==> src/rtl/ppr_pkg.sv <==
// ----------------------------------------------------------------------------
// ppr_pkg
// Shared types and constants of the printer packet receiver.
// ----------------------------------------------------------------------------
package ppr_pkg;

  localparam int unsigned ByteW  = 8;
  localparam int unsigned CountW = 16;
  localparam int unsigned CmdW   = 4;

  // Packet phases
  typedef enum logic [2:0] {
    PH_AWAIT = 3'd0,
    PH_CMD   = 3'd1,
    PH_COMP  = 3'd2,
    PH_LEN   = 3'd3,
    PH_DATA  = 3'd4,
    PH_CHK   = 3'd5,
    PH_ACK   = 3'd6
  } phase_e;

  // Command codes
  localparam logic [CmdW-1:0] CMD_NONE   = 4'h0;
  localparam logic [CmdW-1:0] CMD_INIT   = 4'h1;
  localparam logic [CmdW-1:0] CMD_PRINT  = 4'h2;
  localparam logic [CmdW-1:0] CMD_DATA   = 4'h4;
  localparam logic [CmdW-1:0] CMD_STATUS = 4'hF;

  // Sync pair and reply bytes
  localparam logic [ByteW-1:0] SYNC_0       = 8'h88;
  localparam logic [ByteW-1:0] SYNC_1       = 8'h33;
  localparam logic [ByteW-1:0] REPLY_IDLE   = 8'h00;
  localparam logic [ByteW-1:0] REPLY_ACK    = 8'h81;
  localparam logic [ByteW-1:0] STATUS_READY = 8'h00;
  localparam logic [ByteW-1:0] STATUS_PRINT = 8'h04;
  localparam logic [ByteW-1:0] STATUS_DATA  = 8'h08;
  localparam logic [ByteW-1:0] STRIPS_MAX   = 8'hFF;

endpackage

==> src/rtl/ppr_if.sv <==
// ----------------------------------------------------------------------------
// ppr_if
// Valid/ready channels of the printer packet receiver: received bytes in,
// reply beats out.
// ----------------------------------------------------------------------------
interface ppr_rx_if;
  logic                       valid;
  logic                       ready;
  logic [ppr_pkg::ByteW-1:0]  rx_byte;

  modport source (output valid, output rx_byte, input ready);
  modport sink   (input valid, input rx_byte, output ready);
endinterface

interface ppr_tx_if;
  logic                       valid;
  logic                       ready;
  logic [ppr_pkg::ByteW-1:0]  reply_byte;
  logic                       irq;
  logic                       command_done;
  logic [ppr_pkg::CmdW-1:0]   done_command;
  logic [ppr_pkg::ByteW-1:0]  strips_held;

  modport source (output valid, output reply_byte, output irq, output command_done,
                  output done_command, output strips_held, input ready);
  modport sink   (input valid, input reply_byte, input irq, input command_done,
                  input done_command, input strips_held, output ready);
endinterface

==> src/rtl/printer_packet_receiver.sv <==
// ----------------------------------------------------------------------------
// printer_packet_receiver
// Serial-link packet receiver of a thermal printer peripheral.
// ----------------------------------------------------------------------------
// Each beat on rx_i is one byte shifted in by the console; each beat on tx_o
// is the byte shifted back plus the interrupt flag, a command-executed flag
// with its code, and the strip count. The receiver hunts for the sync pair
// 0x88 0x33, then walks command, compression, 16-bit little-endian length,
// data and 16-bit checksum (not checked), answering each with 0x00 and an
// interrupt. The first zero acknowledge byte gets 0x81; the second runs the
// command and returns the status. Nonzero acknowledge bytes raise no
// interrupt and change nothing. Rate: one byte per clock while tx_o takes
// each reply. A byte passes an input register, then the packet state update
// and the result register, from which its reply is offered on tx_o. rx_i.ready
// drops only while both registers hold beats and tx_o is stalled.
// ----------------------------------------------------------------------------
module printer_packet_receiver (
  input  logic     clk_i,
  input  logic     rst_ni,
  ppr_rx_if.sink   rx_i,
  ppr_tx_if.source tx_o
);
  import ppr_pkg::*;

  // Input stage
  logic             in_vld_q;
  logic [ByteW-1:0] in_byte_q;
  logic             adv;      // input stage moves into result stage

  // Result stage
  logic             out_vld_q;
  logic [ByteW-1:0] reply_q, reply_d;
  logic             irq_q, irq_d;
  logic             done_q, done_d;
  logic [CmdW-1:0]  code_q, code_d;

  // Packet state
  phase_e            phase_q, phase_d;
  logic              win_vld_q, win_vld_d;
  logic [ByteW-1:0]  prev_q, prev_d;
  logic [CountW-1:0] cnt_q, cnt_d;
  logic [CountW-1:0] len_q, len_d;
  logic [CmdW-1:0]   cmd_q, cmd_d;
  logic [ByteW-1:0]  status_q, status_d;
  logic [ByteW-1:0]  strips_q, strips_d;

  logic [CountW-1:0] cnt_inc;
  logic [CountW-1:0] len_full;
  logic              cmd_ok;
  logic [ByteW-1:0]  b;

  assign adv        = in_vld_q && (!out_vld_q || tx_o.ready);
  assign rx_i.ready = !in_vld_q || adv;
  assign b          = in_byte_q;
  assign cnt_inc    = cnt_q + CountW'(1);
  assign len_full   = {b, len_q[ByteW-1:0]};
  assign cmd_ok     = (b[CmdW-1:0] == CMD_INIT  || b[CmdW-1:0] == CMD_PRINT ||
                       b[CmdW-1:0] == CMD_DATA  || b[CmdW-1:0] == CMD_STATUS) &&
                      (b[ByteW-1:CmdW] == '0);

  // Input register
  always_ff @(posedge clk_i or negedge rst_ni) begin
    if (!rst_ni) begin
      in_vld_q <= 1'b0;
    end else if (rx_i.ready) begin
      in_vld_q <= rx_i.valid;
    end
  end

  always_ff @(posedge clk_i) begin
    if (rx_i.valid && rx_i.ready) begin
      in_byte_q <= rx_i.rx_byte;
    end
  end

  // Packet state update for the byte in the input register
  always_comb begin
    phase_d   = phase_q;
    win_vld_d = win_vld_q;
    prev_d    = prev_q;
    cnt_d     = cnt_q;
    len_d     = len_q;
    cmd_d     = cmd_q;
    status_d  = status_q;
    strips_d  = strips_q;
    reply_d   = REPLY_IDLE;
    irq_d     = 1'b1;
    done_d    = 1'b0;
    code_d    = CMD_NONE;

    unique case (phase_q)
      PH_CMD: begin
        if (cmd_ok) begin
          cmd_d   = b[CmdW-1:0];
          phase_d = PH_COMP;
        end else begin
          phase_d   = PH_AWAIT;
          win_vld_d = 1'b0;
        end
      end
      PH_COMP: begin
        cnt_d   = '0;
        phase_d = PH_LEN;
      end
      PH_LEN: begin
        if (cnt_q == '0) begin
          len_d = {{(CountW-ByteW){1'b0}}, b};
          cnt_d = CountW'(1);
        end else begin
          len_d   = len_full;
          cnt_d   = '0;
          phase_d = (len_full != '0) ? PH_DATA : PH_CHK;
        end
      end
      PH_DATA: begin
        if (cnt_inc == len_q) begin
          cnt_d   = '0;
          phase_d = PH_CHK;
        end else begin
          cnt_d = cnt_inc;
        end
      end
      PH_CHK: begin
        if (cnt_q == '0) begin
          cnt_d = CountW'(1);
        end else begin
          cnt_d   = '0;
          phase_d = PH_ACK;
        end
      end
      PH_ACK: begin
        priority if (b != '0) begin
          irq_d = 1'b0;
        end else if (cnt_q == '0) begin
          cnt_d   = CountW'(1);
          reply_d = REPLY_ACK;
        end else begin
          // Execute: second zero byte of the acknowledge
          reply_d = status_q;
          if (cmd_q == CMD_INIT) begin
            status_d = STATUS_READY;
            strips_d = '0;
            reply_d  = STATUS_READY;
          end else if (cmd_q == CMD_PRINT) begin
            status_d = STATUS_PRINT;
            strips_d = '0;
            reply_d  = STATUS_PRINT;
          end else if (cmd_q == CMD_DATA) begin
            status_d = STATUS_DATA;
            reply_d  = STATUS_DATA;
            if (strips_q != STRIPS_MAX) begin
              strips_d = strips_q + ByteW'(1);
            end
          end
          done_d    = 1'b1;
          code_d    = cmd_q;
          cnt_d     = '0;
          win_vld_d = 1'b0;
          phase_d   = PH_AWAIT;
        end
      end
      default: begin
        // Sync hunt; unused codes behave as awaiting packet
        if (win_vld_q && prev_q == SYNC_0 && b == SYNC_1) begin
          phase_d = PH_CMD;
          cnt_d   = '0;
        end else begin
          phase_d   = PH_AWAIT;
          prev_d    = b;
          win_vld_d = 1'b1;
        end
      end
    endcase
  end

  always_ff @(posedge clk_i or negedge rst_ni) begin
    if (!rst_ni) begin
      phase_q   <= PH_AWAIT;
      win_vld_q <= 1'b0;
      prev_q    <= '0;
      cnt_q     <= '0;
      len_q     <= '0;
      cmd_q     <= CMD_NONE;
      status_q  <= STATUS_READY;
      strips_q  <= '0;
      out_vld_q <= 1'b0;
    end else begin
      if (adv) begin
        phase_q   <= phase_d;
        win_vld_q <= win_vld_d;
        prev_q    <= prev_d;
        cnt_q     <= cnt_d;
        len_q     <= len_d;
        cmd_q     <= cmd_d;
        status_q  <= status_d;
        strips_q  <= strips_d;
      end
      if (adv) begin
        out_vld_q <= 1'b1;
      end else if (tx_o.ready) begin
        out_vld_q <= 1'b0;
      end
    end
  end

  // Result register
  always_ff @(posedge clk_i) begin
    if (adv) begin
      reply_q <= reply_d;
      irq_q   <= irq_d;
      done_q  <= done_d;
      code_q  <= code_d;
    end
  end

  assign tx_o.valid        = out_vld_q;
  assign tx_o.reply_byte   = reply_q;
  assign tx_o.irq          = irq_q;
  assign tx_o.command_done = done_q;
  assign tx_o.done_command = code_q;
  assign tx_o.strips_held  = strips_q;

  // --------------------------------------------------------------------------
  // Assertions
  // --------------------------------------------------------------------------
  a_done_has_irq: assert property (@(posedge clk_i) disable iff (!rst_ni)
    out_vld_q && done_q |-> irq_q)
    else $error("executed command without interrupt");

  a_code_only_on_done: assert property (@(posedge clk_i) disable iff (!rst_ni)
    out_vld_q && !done_q |-> code_q == CMD_NONE)
    else $error("command code without execution");

  a_data_counts: assert property (@(posedge clk_i) disable iff (!rst_ni)
    out_vld_q && done_q && code_q == CMD_DATA |-> strips_q != '0)
    else $error("data command left strip count at zero");

  a_ack_count: assert property (@(posedge clk_i) disable iff (!rst_ni)
    phase_q == PH_ACK || phase_q == PH_CHK |-> cnt_q[CountW-1:1] == '0)
    else $error("acknowledge/checksum counter out of range");

  a_exec_returns: assert property (@(posedge clk_i) disable iff (!rst_ni)
    adv && done_d |=> phase_q == PH_AWAIT && !win_vld_q)
    else $error("no return to sync hunt after execution");

endmodule
==> src/flat_wrapper.sv <==
// flat-port wrapper written by rule: the top's interface ports become plain ports
module printer_packet_receiver_flat import ppr_pkg::*;
  (clk_i, rst_ni, rx_i_valid, rx_i_rx_byte, rx_i_ready, tx_o_valid, tx_o_reply_byte, tx_o_irq, tx_o_command_done, tx_o_done_command, tx_o_strips_held, tx_o_ready);
  ppr_rx_if rx_i_i ();
  ppr_tx_if tx_o_i ();
  input  logic clk_i;
  input  logic rst_ni;
  input wire logic [$bits(rx_i_i.valid)-1:0] rx_i_valid;
  input wire logic [$bits(rx_i_i.rx_byte)-1:0] rx_i_rx_byte;
  output wire logic [$bits(rx_i_i.ready)-1:0] rx_i_ready;
  output wire logic [$bits(tx_o_i.valid)-1:0] tx_o_valid;
  output wire logic [$bits(tx_o_i.reply_byte)-1:0] tx_o_reply_byte;
  output wire logic [$bits(tx_o_i.irq)-1:0] tx_o_irq;
  output wire logic [$bits(tx_o_i.command_done)-1:0] tx_o_command_done;
  output wire logic [$bits(tx_o_i.done_command)-1:0] tx_o_done_command;
  output wire logic [$bits(tx_o_i.strips_held)-1:0] tx_o_strips_held;
  input wire logic [$bits(tx_o_i.ready)-1:0] tx_o_ready;
  assign rx_i_i.valid = rx_i_valid;
  assign rx_i_i.rx_byte = rx_i_rx_byte;
  assign rx_i_ready = rx_i_i.ready;
  assign tx_o_valid = tx_o_i.valid;
  assign tx_o_reply_byte = tx_o_i.reply_byte;
  assign tx_o_irq = tx_o_i.irq;
  assign tx_o_command_done = tx_o_i.command_done;
  assign tx_o_done_command = tx_o_i.done_command;
  assign tx_o_strips_held = tx_o_i.strips_held;
  assign tx_o_i.ready = tx_o_ready;
  printer_packet_receiver u_core (.clk_i(clk_i), .rst_ni(rst_ni), .rx_i(rx_i_i), .tx_o(tx_o_i));
endmodule
==> config.mk <==
export PLATFORM = sky130hd
export DESIGN_NAME = printer_packet_receiver_flat
export DESIGN_NICKNAME = d
export VERILOG_FILES = /design/src/rtl/ppr_pkg.sv /design/src/rtl/ppr_if.sv /design/src/rtl/printer_packet_receiver.sv /design/src/flat_wrapper.sv
export SDC_FILE = /design/constraint.sdc
export NUM_CORES = 1
export LEC_CHECK = 0
export BUFFER_PORTS_ARGS = -buffer_cell sky130_fd_sc_hd__buf_2
export CORE_MARGIN = 10
export CORE_UTILIZATION = 36
export CTS_BUF_LIST = sky130_fd_sc_hd__clkbuf_16
export DETAILED_ROUTE_END_ITERATION = 7
export PLACE_DENSITY = 0.5
export SLEW_MARGIN = 10
export SYNTH_ARGS = -nofsm -noshare
export SYNTH_HDL_FRONTEND = slang
export SYNTH_SLANG_ARGS = --single-unit
export TNS_END_PERCENT = 100
==> constraint.sdc <==
create_clock -name clk_i -period 4.6 [get_ports clk_i]
set_input_delay 0.46 -clock clk_i [delete_from_list [all_inputs] [get_ports clk_i]]
set_output_delay 0.46 -clock clk_i [all_outputs]
set_load 0.01 [all_outputs]
# ---- Word-level counts from Yosys, hierarchy flattened
# Index checks and enable logic that the tools add are counted.
dict set report totals {
  reg_bits 88
  inputBits 12
  out_inout_bits 24
  word_cells 116
}
dict set report op_classes {
  n_addsub 2
  n_eq_ne 24
  muxes 32
  bitwise 7
  reduce_logical 34
}
# operator n
set ops {}
lappend ops {{$pmux 16 s5} 1}
lappend ops {{$mux 16} 4}
lappend ops {{$mux 8} 8}
lappend ops {{$pmux 3 s6} 1}
lappend ops {{$reduce_and 6->1} 3}
lappend ops {{$add 16x1->16 const B} 1}
lappend ops {{$eq 16x16->1} 1}
lappend ops {{$logic_not 16->1} 1}
lappend ops {{$reduce_bool 16->1} 1}
lappend ops {{$mux 3} 5}
lappend ops {{$mux 1} 11}
lappend ops {{$ne 2x2->1 const B} 5}
lappend ops {{$eq 3x3->1 const B} 3}
lappend ops {{$reduce_and 3->1} 3}
lappend ops {{$add 8x1->8 const B} 1}
lappend ops {{$eq 4x1->1 const B} 2}
lappend ops {{$eq 4x2->1 const B} 2}
lappend ops {{$eq 4x3->1 const B} 2}
lappend ops {{$eq 8x6->1 const B} 1}
lappend ops {{$eq 8x8->1 const B} 1}
lappend ops {{$ne 8x8->1 const B} 1}
lappend ops {{$reduce_and 4->1} 2}
lappend ops {{$reduce_bool 8->1} 1}
lappend ops {{$not 1->1} 7}
lappend ops {{19 further kinds} 31}

# ---- Depth between registers and ports, before layout
# Gate-level depths: netlist (run 1).
dict set report depth {
  depth_word 7
  depth_mapped 11
  ltp_nobuf 9
}

# ---- Worst setup path before layout (run 1)
# OpenSTA, ideal clock, no wires.
dict set report synth_timing {
  path_type {flip-flop to flip-flop}
  startpoint {reg u_core.cnt_q[1]}
  endpoint {reg u_core.cnt_q[12]}
  setup_time_ns 0.151
  arrival_ns 2.660
  required_time_ns 4.449
  path_slack_ns 1.789
  path_stages_with_launch 12
  path_buffers 3
  synth_period_minus_slack_ns 2.811
  path_cell_list {dfrtp_1 > ha_1 > nand3_1 > buf_2 > or4_4 > xnor2_1 > o311ai_1 > or4_1 > buf_2 > clkbuf_1 > nand4_1 > o311ai_0}
}
dict set report synth_between {
  elab_chain_len 4
}
# element line
set synth_lines {}
lappend synth_lines {{start: declaration} printer_packet_receiver.sv:41} ;# logic [CountW-1:0] cnt_q, cnt_d;
lappend synth_lines {{start signal: assignment} printer_packet_receiver.sv:192} ;# cnt_q <= cnt_d;
lappend synth_lines {{$add 16x1->16 *} printer_packet_receiver.sv:55} ;# assign cnt_inc = cnt_q + CountW'(1);
lappend synth_lines {{$eq 16x16->1} printer_packet_receiver.sv:116} ;# if (cnt_inc == len_q) begin
lappend synth_lines {{$mux 16 *} printer_packet_receiver.sv:116}
lappend synth_lines {{$pmux 16 s5 *} printer_packet_receiver.sv:91} ;# unique case (phase_q)
# Every way passes the cells marked *; elsewhere a longest branch is shown, timed or not.
# A chain may end at the register's enable or synchronous reset.

# ---- Worst setup path after layout (run 1)
dict set report layout_timing {
  startpoint {reg u_core.cnt_q[0]}
  endpoint {reg u_core.cnt_q[11]}
}
# Same word-level chain as after synthesis.

==> results_dict.tcl, run 1 <==
set metrics [dict create \
    ios 36 \
    critPathMaxStageDelay_ns 0.83 \
    synth-seq-area-share_pct 49.2 \
    place.port_buffers 35 \
    dp.cells 653 \
    cts-resized-gates 0 \
    drt_iter0_markers 241 \
    min_period_ns 3.67 \
    tightest_slew_ns 0.948 \
    antenna_cells 0 \
    slowest_stage "or4_1" \
    period_share_pct 79.7 \
    synth_edf_count 22 \
    core_area_sq_um 12700 \
    synth_area_sq_um 4700 \
    wl_per_cell_microns 17.1 \
    required_ns 4.80 \
    cellPowerDensity_nw_per_um2 310 \
    rows 41 \
    grt_first_pass_wirelength_microns 18700 \
    fp.dieW_microns 134 \
    area_growth_syn_to_layout_pct 12.0 \
    holdBufCountCts 0 \
    final_util_pct 41.4 \
    setup_violations 0 \
    worstPathCellList "ha_1, nand3_1, or4_4, xnor2_1, o311ai_1, or4_1, nand3_1, o311ai_0" \
    clock_latency_ns 0.34 \
    grtUsageTotal_pct 12.8 \
    outcome "completed" \
    clkTransAtPathRegs_ns 0.06 \
    ys_ff_latch 88 \
    max_cap_violations 0 \
    cts_tree "built" \
    path_common_cell "nand3_1" \
    cts_sinks 88 \
    yosys_warnings 0 \
    p_leak_nw 2.19 \
    rsz0062_at_grt "no" \
    netlist_instances 475 \
    grt_pass1_vias 3505 \
    final_layout_size_suffix_gt1_share_pct 15.7 \
    grt-ovfl-total 0 \
    start_util_pct 36.9 \
    fin_skew_ns 0.00692 \
    hold_path.class "in2async" \
    slew_viol_final 0 \
    critPathKind "reg2reg" \
    tns_ns 0 \
    antenna_found_initial 0 \
    synth_flop_cell "dfrtp_1" \
    final-hold-violation-count 0 \
    firstDrtPassIters 4 \
    fillers 1301 \
    grt_max_degree 36 \
    postCtsSetupRepairBufs 0 \
    final_cell_mix "dfrtp_1, nand2_1, buf_2" \
    die-area_sq_um 18000 \
    vias_per_cell 5.39 \
    cts_htree_levels 3 \
    final_common_cell "dfrtp_1" \
    numCtsBuffers 9 \
    ys_types 63 \
    synthArstFlopShare_pct 75.0 \
    die_h_microns 134 \
    crit_fanout 17 \
    layout_setup_ws_ns 0.933 \
    max_freq_mhz 273 \
    drcViolationCount 0 \
    root_buffer "clkbuf_16" \
    gp_congestion 0.845 \
    r2r_setup_slack_ns 0.93 \
    max_slew_margin_pct 36.2 \
    syn_avg_cell_area_sq_um 9.90 \
    vias 3604 \
    ant_nets 0 \
    drt-total-wl_microns 11400 \
    total_power_w 0.00163 \
    cp.arrival_ns 3.87 \
    synth.net_count 490 \
    endpoint_kind "register" \
    irDropWorstVdd_uv 192 \
    final_cells 669 \
    worstSetupStartpointType "register" \
    fin_nets 507 \
    hpwl_microns 7990 \
    place_ws_ns 0.974 \
    cts_buffer_depth 2 \
]
## per-layer routing
metal / vias to the layer above / GRT usage (%) / share of wire (%)
met3: 20 / 2.58 / 4.0
met5: - / 0 / 0
li1: 1763 / - / -
met4: 0 / 6.71 / 2.6
met2: 83 / 18.9 / 44
met1: 1738 / 17.3 / 49
## worst max-delay path, delay by kind of cell, from the launching register on
kind	cells	cell delay [ns]
XOR/XNOR	1	0.17
AO/OA/AOI/OAI	2	0.29
AND/OR/NAND/NOR	4	2.26
flip-flops	1	0.51
adder cells (fa/ha/maj)	1	0.30
## cells in the mapped netlist (3+ instances only)
cell | n | area [sq um]
nor2_1 | 27 | 101
nand2b_1 | 4 | 25.0
xor2_1 | 11 | 96.3
and4_1 | 6 | 52.6
and2_1 | 4 | 25.0
nand4_1 | 20 | 125
and3_1 | 13 | 81.3
nor3_1 | 8 | 40.0
nor4_1 | 10 | 62.6
a21oi_1 | 14 | 70.1
o311ai_0 | 9 | 78.8
buf_2 | 10 | 50.1
nand3_1 | 16 | 80.1
inv_1 | 11 | 41.3
nand2_1 | 65 | 244
or2_2 | 3 | 18.8
o21ai_0 | 27 | 135
a211oi_1 | 3 | 22.5
clkbuf_1 | 21 | 78.8
edfxtp_1 | 22 | 661
or3_1 | 6 | 37.5
mux2_2 | 19 | 214
nor2b_1 | 10 | 62.6
dfrtp_1 | 66 | 1650
mux2i_1 | 4 | 40.0
xnor2_1 | 19 | 166
ha_1 | 3 | 37.5
## final timing paths
check	startpoint	to	cells past startpoint
worst max register to register	u_core.cnt_q[0]$_DFFE_PN0P_	u_core.cnt_q[11]$_DFFE_PN0P_	8
worst min-delay path	rst_ni	u_core.cnt_q[9]$_DFFE_PN0P_	1
max in group asynchronous	rst_ni	u_core.tx_o.strips_held[6]$_DFFE_PN0P_	2
min in group clk_i	rx_i_rx_byte[0]	u_core.b[0]$_DFFE_PP_	1
worst max-delay path	u_core.cnt_q[0]$_DFFE_PN0P_	u_core.cnt_q[11]$_DFFE_PN0P_	8
worst min register to register	u_core.status_q[4]$_DFFE_PN0P_	u_core.status_q[4]$_DFFE_PN0P_	1
## state kept, by name, summed over array words and instances (netlist names)
name / cells
u_core.phase_q: 3
u_core.prev_q: 8
u_core.cmd_q: 4
u_core.in_vld_q: 1
u_core.b: 8
u_core.tx_o.reply_byte: 8
u_core.tx_o.strips_held: 8
u_core.win_vld_q: 1
u_core.tx_o.done_command: 4
u_core.tx_o.irq: 1
u_core.len_q: 16
u_core.cnt_q: 16
u_core.tx_o.command_done: 1
u_core.status_q: 8
u_core.tx_o.valid: 1
## cell families after synthesis
family / Yosys count / synth area share, %
compound gates: 80 / 11.8
xor+xnor: 30 / 5.59
fa+ha+maj: 3 / 0.799
buf+inv: 45 / 3.97
flops: 88 / 49.2
mux: 24 / 5.64
simple gates: 205 / 23.0
## metrics by stage
step | instance area [sq um] | hold WS, ns
after global routing | 5260 | 0.217
after detailed placement | 4980 | 0.479
final | 5260 | 0.177
after global placement | 4980 | 0.477
after CTS | 5260 | 0.189
after floorplan | 4700 | 0.164
## power breakdown
part           switching [W]  internal, W
Sequential         0.0000176     0.000828
Combinational      0.0000431    0.0000290
Clock               0.000299     0.000412
## layout make-up
cell class / count / area [sq um] / area share [%]
Multi-Input combinational cell: 342 / 2200 / 41.8
Tap cell: 172 / 215 / 4.09
Timing Repair Buffer: 39 / 205 / 3.90
Clock buffer: 9 / 225 / 4.28
Clock inverter: 7 / 57.6 / 1.09
Inverter: 12 / 45.0 / 0.856
Sequential cell: 88 / 2310 / 43.9
Note: power is estimated with default switching activity, not from simulation.
==> run 2, diff against run 1 <==
==> constraint.sdc (replaced) <==
create_clock -name clk_i -period 3.5 [get_ports clk_i]
set_input_delay 0.35 -clock clk_i [delete_from_list [all_inputs] [get_ports clk_i]]
set_output_delay 0.35 -clock clk_i [all_outputs]
set_load 0.01 [all_outputs]
==> run 2 against run 1 <==
Against the previous run:
- utilization rose by 0.73 points
- clock skew rose by 0.0030 ns
- total power rose by 37%
- sequential power rose by 31%
- global-route usage rose by 0.19 points
- final area rose by 1.8%
- clock-buffer cell count rose by 1
- largest power group unchanged
- die area did not move
- critical path depth did not move
- sequential share of layout area fell by 0.76 points
==> results_dict.tcl, run 2 (synthesized netlist as in run 1, its figures left out) <==
set metrics [dict create \
    outcome "completed" \
    grt_max_degree 35 \
    final_layout_size_suffix_gt1_share_pct 17.8 \
    crit_fanout 12 \
    drcViolationCount 0 \
    max_cap_violations 0 \
    vias_per_cell 5.26 \
    place.port_buffers 35 \
    die-area_sq_um 18000 \
    die_h_microns 134 \
    antenna_found_initial 0 \
    firstDrtPassIters 4 \
    max_slew_margin_pct 48.8 \
    hpwl_microns 7980 \
    fin_skew_ns 0.00991 \
    period_share_pct 90.5 \
    p_int_w 0.00173 \
    holdBufCountCts 0 \
    area_growth_syn_to_layout_pct 13.9 \
    setup_violations 0 \
    drt-total-wl_microns 11300 \
    rsz0062_at_grt "no" \
    final_cell_mix "dfrtp_1, nand2_1, buf_2" \
    p_sw_share_pct 22.6 \
    grt_first_pass_wirelength_microns 19100 \
    numCtsBuffers 9 \
    seqPwrFrac_pct 49.8 \
    grt_pass1_vias 3584 \
    grtUsageTotal_pct 13.0 \
    final_cells 677 \
    cellPowerDensity_nw_per_um2 416 \
    core_area_sq_um 12700 \
    tightest_slew_ns 0.768 \
    cts_sinks 88 \
    fp.dieW_microns 134 \
    worstSetupStartpointType "register" \
    endpoint_kind "register" \
    power_switching_w 0.000503 \
    clkTransAtPathRegs_ns 0.07 \
    crit_start "u_core.cnt_q[0]$_DFFE_PN0P_" \
    rows 41 \
    antenna_cells 0 \
    grt-ovfl-total 0 \
    fin_nets 515 \
    reg_top3 "u_core.cnt_q: 16 flops, u_core.len_q: 16 flops" \
    cts_buffer_depth 2 \
    met1_usage_pct 18.1 \
    hold_path.class "in2async" \
    power_frac_comb_pct 4.4 \
    vias 3563 \
    final-hold-violation-count 0 \
    clock_latency_ns 0.35 \
    irDropWorstVdd_uv 325 \
    ant_nets 0 \
    cts_htree_levels 3 \
    p_leak_nw 2.24 \
    met2_usage_pct 19.2 \
    dp.cells 661 \
    max_freq_mhz 316 \
    postCtsSetupRepairBufs 0 \
    tns_ns 0 \
    cts_tree "built" \
    cts-resized-gates 0 \
    gp_congestion 0.860 \
    critPathKind "reg2reg" \
    wl_per_cell_microns 16.8 \
    required_ns 3.69 \
    drt_iter0_markers 261 \
    cp.arrival_ns 3.36 \
    use_met3_pct 2.35 \
    min_period_ns 3.17 \
    reg2reg_from "u_core.cnt_q[0]$_DFFE_PN0P_" \
    final_common_cell "dfrtp_1" \
    slew_viol_final 0 \
    p_clk_share_pct 45.8 \
    grt-busiest-layer "met2" \
    start_util_pct 36.9 \
    ios 36 \
    root_buffer "clkbuf_16" \
]
==> run 2: cell types whose count changed in the layout (fill, tap and decap cells not counted) <==
| cell | before | now |
|---|---|---|
| inv_1 | 13 | 11 |
| inv_6 | 0 | 1 |
| clkinv_4 | 0 | 2 |
| clkbuf_16 | 9 | 10 |
| buf_4 | 4 | 12 |
| inv_2 | 0 | 1 |
| clkinv_1 | 3 | 1 |
| clkinvlp_4 | 1 | 0 |
==> run 2: per-stage QoR <==
| stage | hold slack, ns | util, % | area, sq um | power [W] | setup slack [ns] |
|---|---|---|---|---|---|
| after floorplan | 0.0544 | - | 4700 | 0.00117 | 0.689 |
| after global placement | 0.464 | 39.6 | 5040 | 0.00123 | 0.411 |
| after detailed placement | 0.471 | 39.6 | 5040 | 0.00123 | 0.305 |
| after CTS | 0.0917 | 42.1 | 5360 | 0.00226 | 0.259 |
| after global routing | 0.134 | 42.1 | 5360 | 0.00232 | 0.0301 |
| final | 0.0701 | 42.1 | 5360 | 0.00223 | 0.332 |
==> run 2: final timing paths <==
| check | cells past startpoint | to | slack [ns] |
|---|---|---|---|
| max in group asynchronous | 2 | u_core.tx_o.strips_held[3]$_DFFE_PN0P_ | 2.46 |
| setup reg to reg | 8 | u_core.cnt_q[7]$_DFFE_PN0P_ | 0.33 |
| hold reg to reg | 1 | u_core.status_q[4]$_DFFE_PN0P_ | 0.50 |
| min in group clk_i | 1 | u_core.b[3]$_DFFE_PP_ | 0.18 |
| setup / recovery | 8 | u_core.cnt_q[7]$_DFFE_PN0P_ | 0.33 |
| hold / removal | 1 | u_core.cnt_q[11]$_DFFE_PN0P_ | 0.07 |
==> run 2: metal layers <==
| layer | part of all wire (%) | up-vias | wire length, microns |
|---|---|---|---|
| li1 | - | 1787 | - |
| met1 | 51 | 1693 | 5820 |
| met2 | 44 | 69 | 4940 |
| met3 | 3.3 | 14 | 369 |
| met4 | 1.9 | 0 | 218 |
| met5 | 0 | - | 0 |
==> run 2: cell type report <==
class / instances / area (sq um)
Clock buffer: 10 / 250
Timing Repair Buffer: 47 / 265
Inverter: 12 / 45.0
Multi-Input combinational cell: 342 / 2200
Tap cell: 172 / 215
Sequential cell: 88 / 2310
Fill cell: 1284 / 7370
Clock inverter: 6 / 65.1
==> run 2: critical path, cell delays in order, from the launching register on <==
cell      delay [ns]
dfrtp_1         0.50
ha_1            0.30
and3_1          0.28
nand3_1         0.21
xnor2_1         0.18
a2111o_1        0.34
or4_1           0.56
nand3_1         0.43
o311ai_0        0.21
==> run 2: power groups by stage <==
stage | logic [W] | registers, W | clock network [W]
3_3_place_gp | 0.000101 | 0.00113 | 0
5_1_grt | 0.000110 | 0.00111 | 0.00109
4_1_cts | 0.000102 | 0.00111 | 0.00105
3_5_place_dp | 0.000102 | 0.00113 | 0
2_1_floorplan | 0.0000482 | 0.00113 | 0
6_report | 0.0000975 | 0.00111 | 0.00102
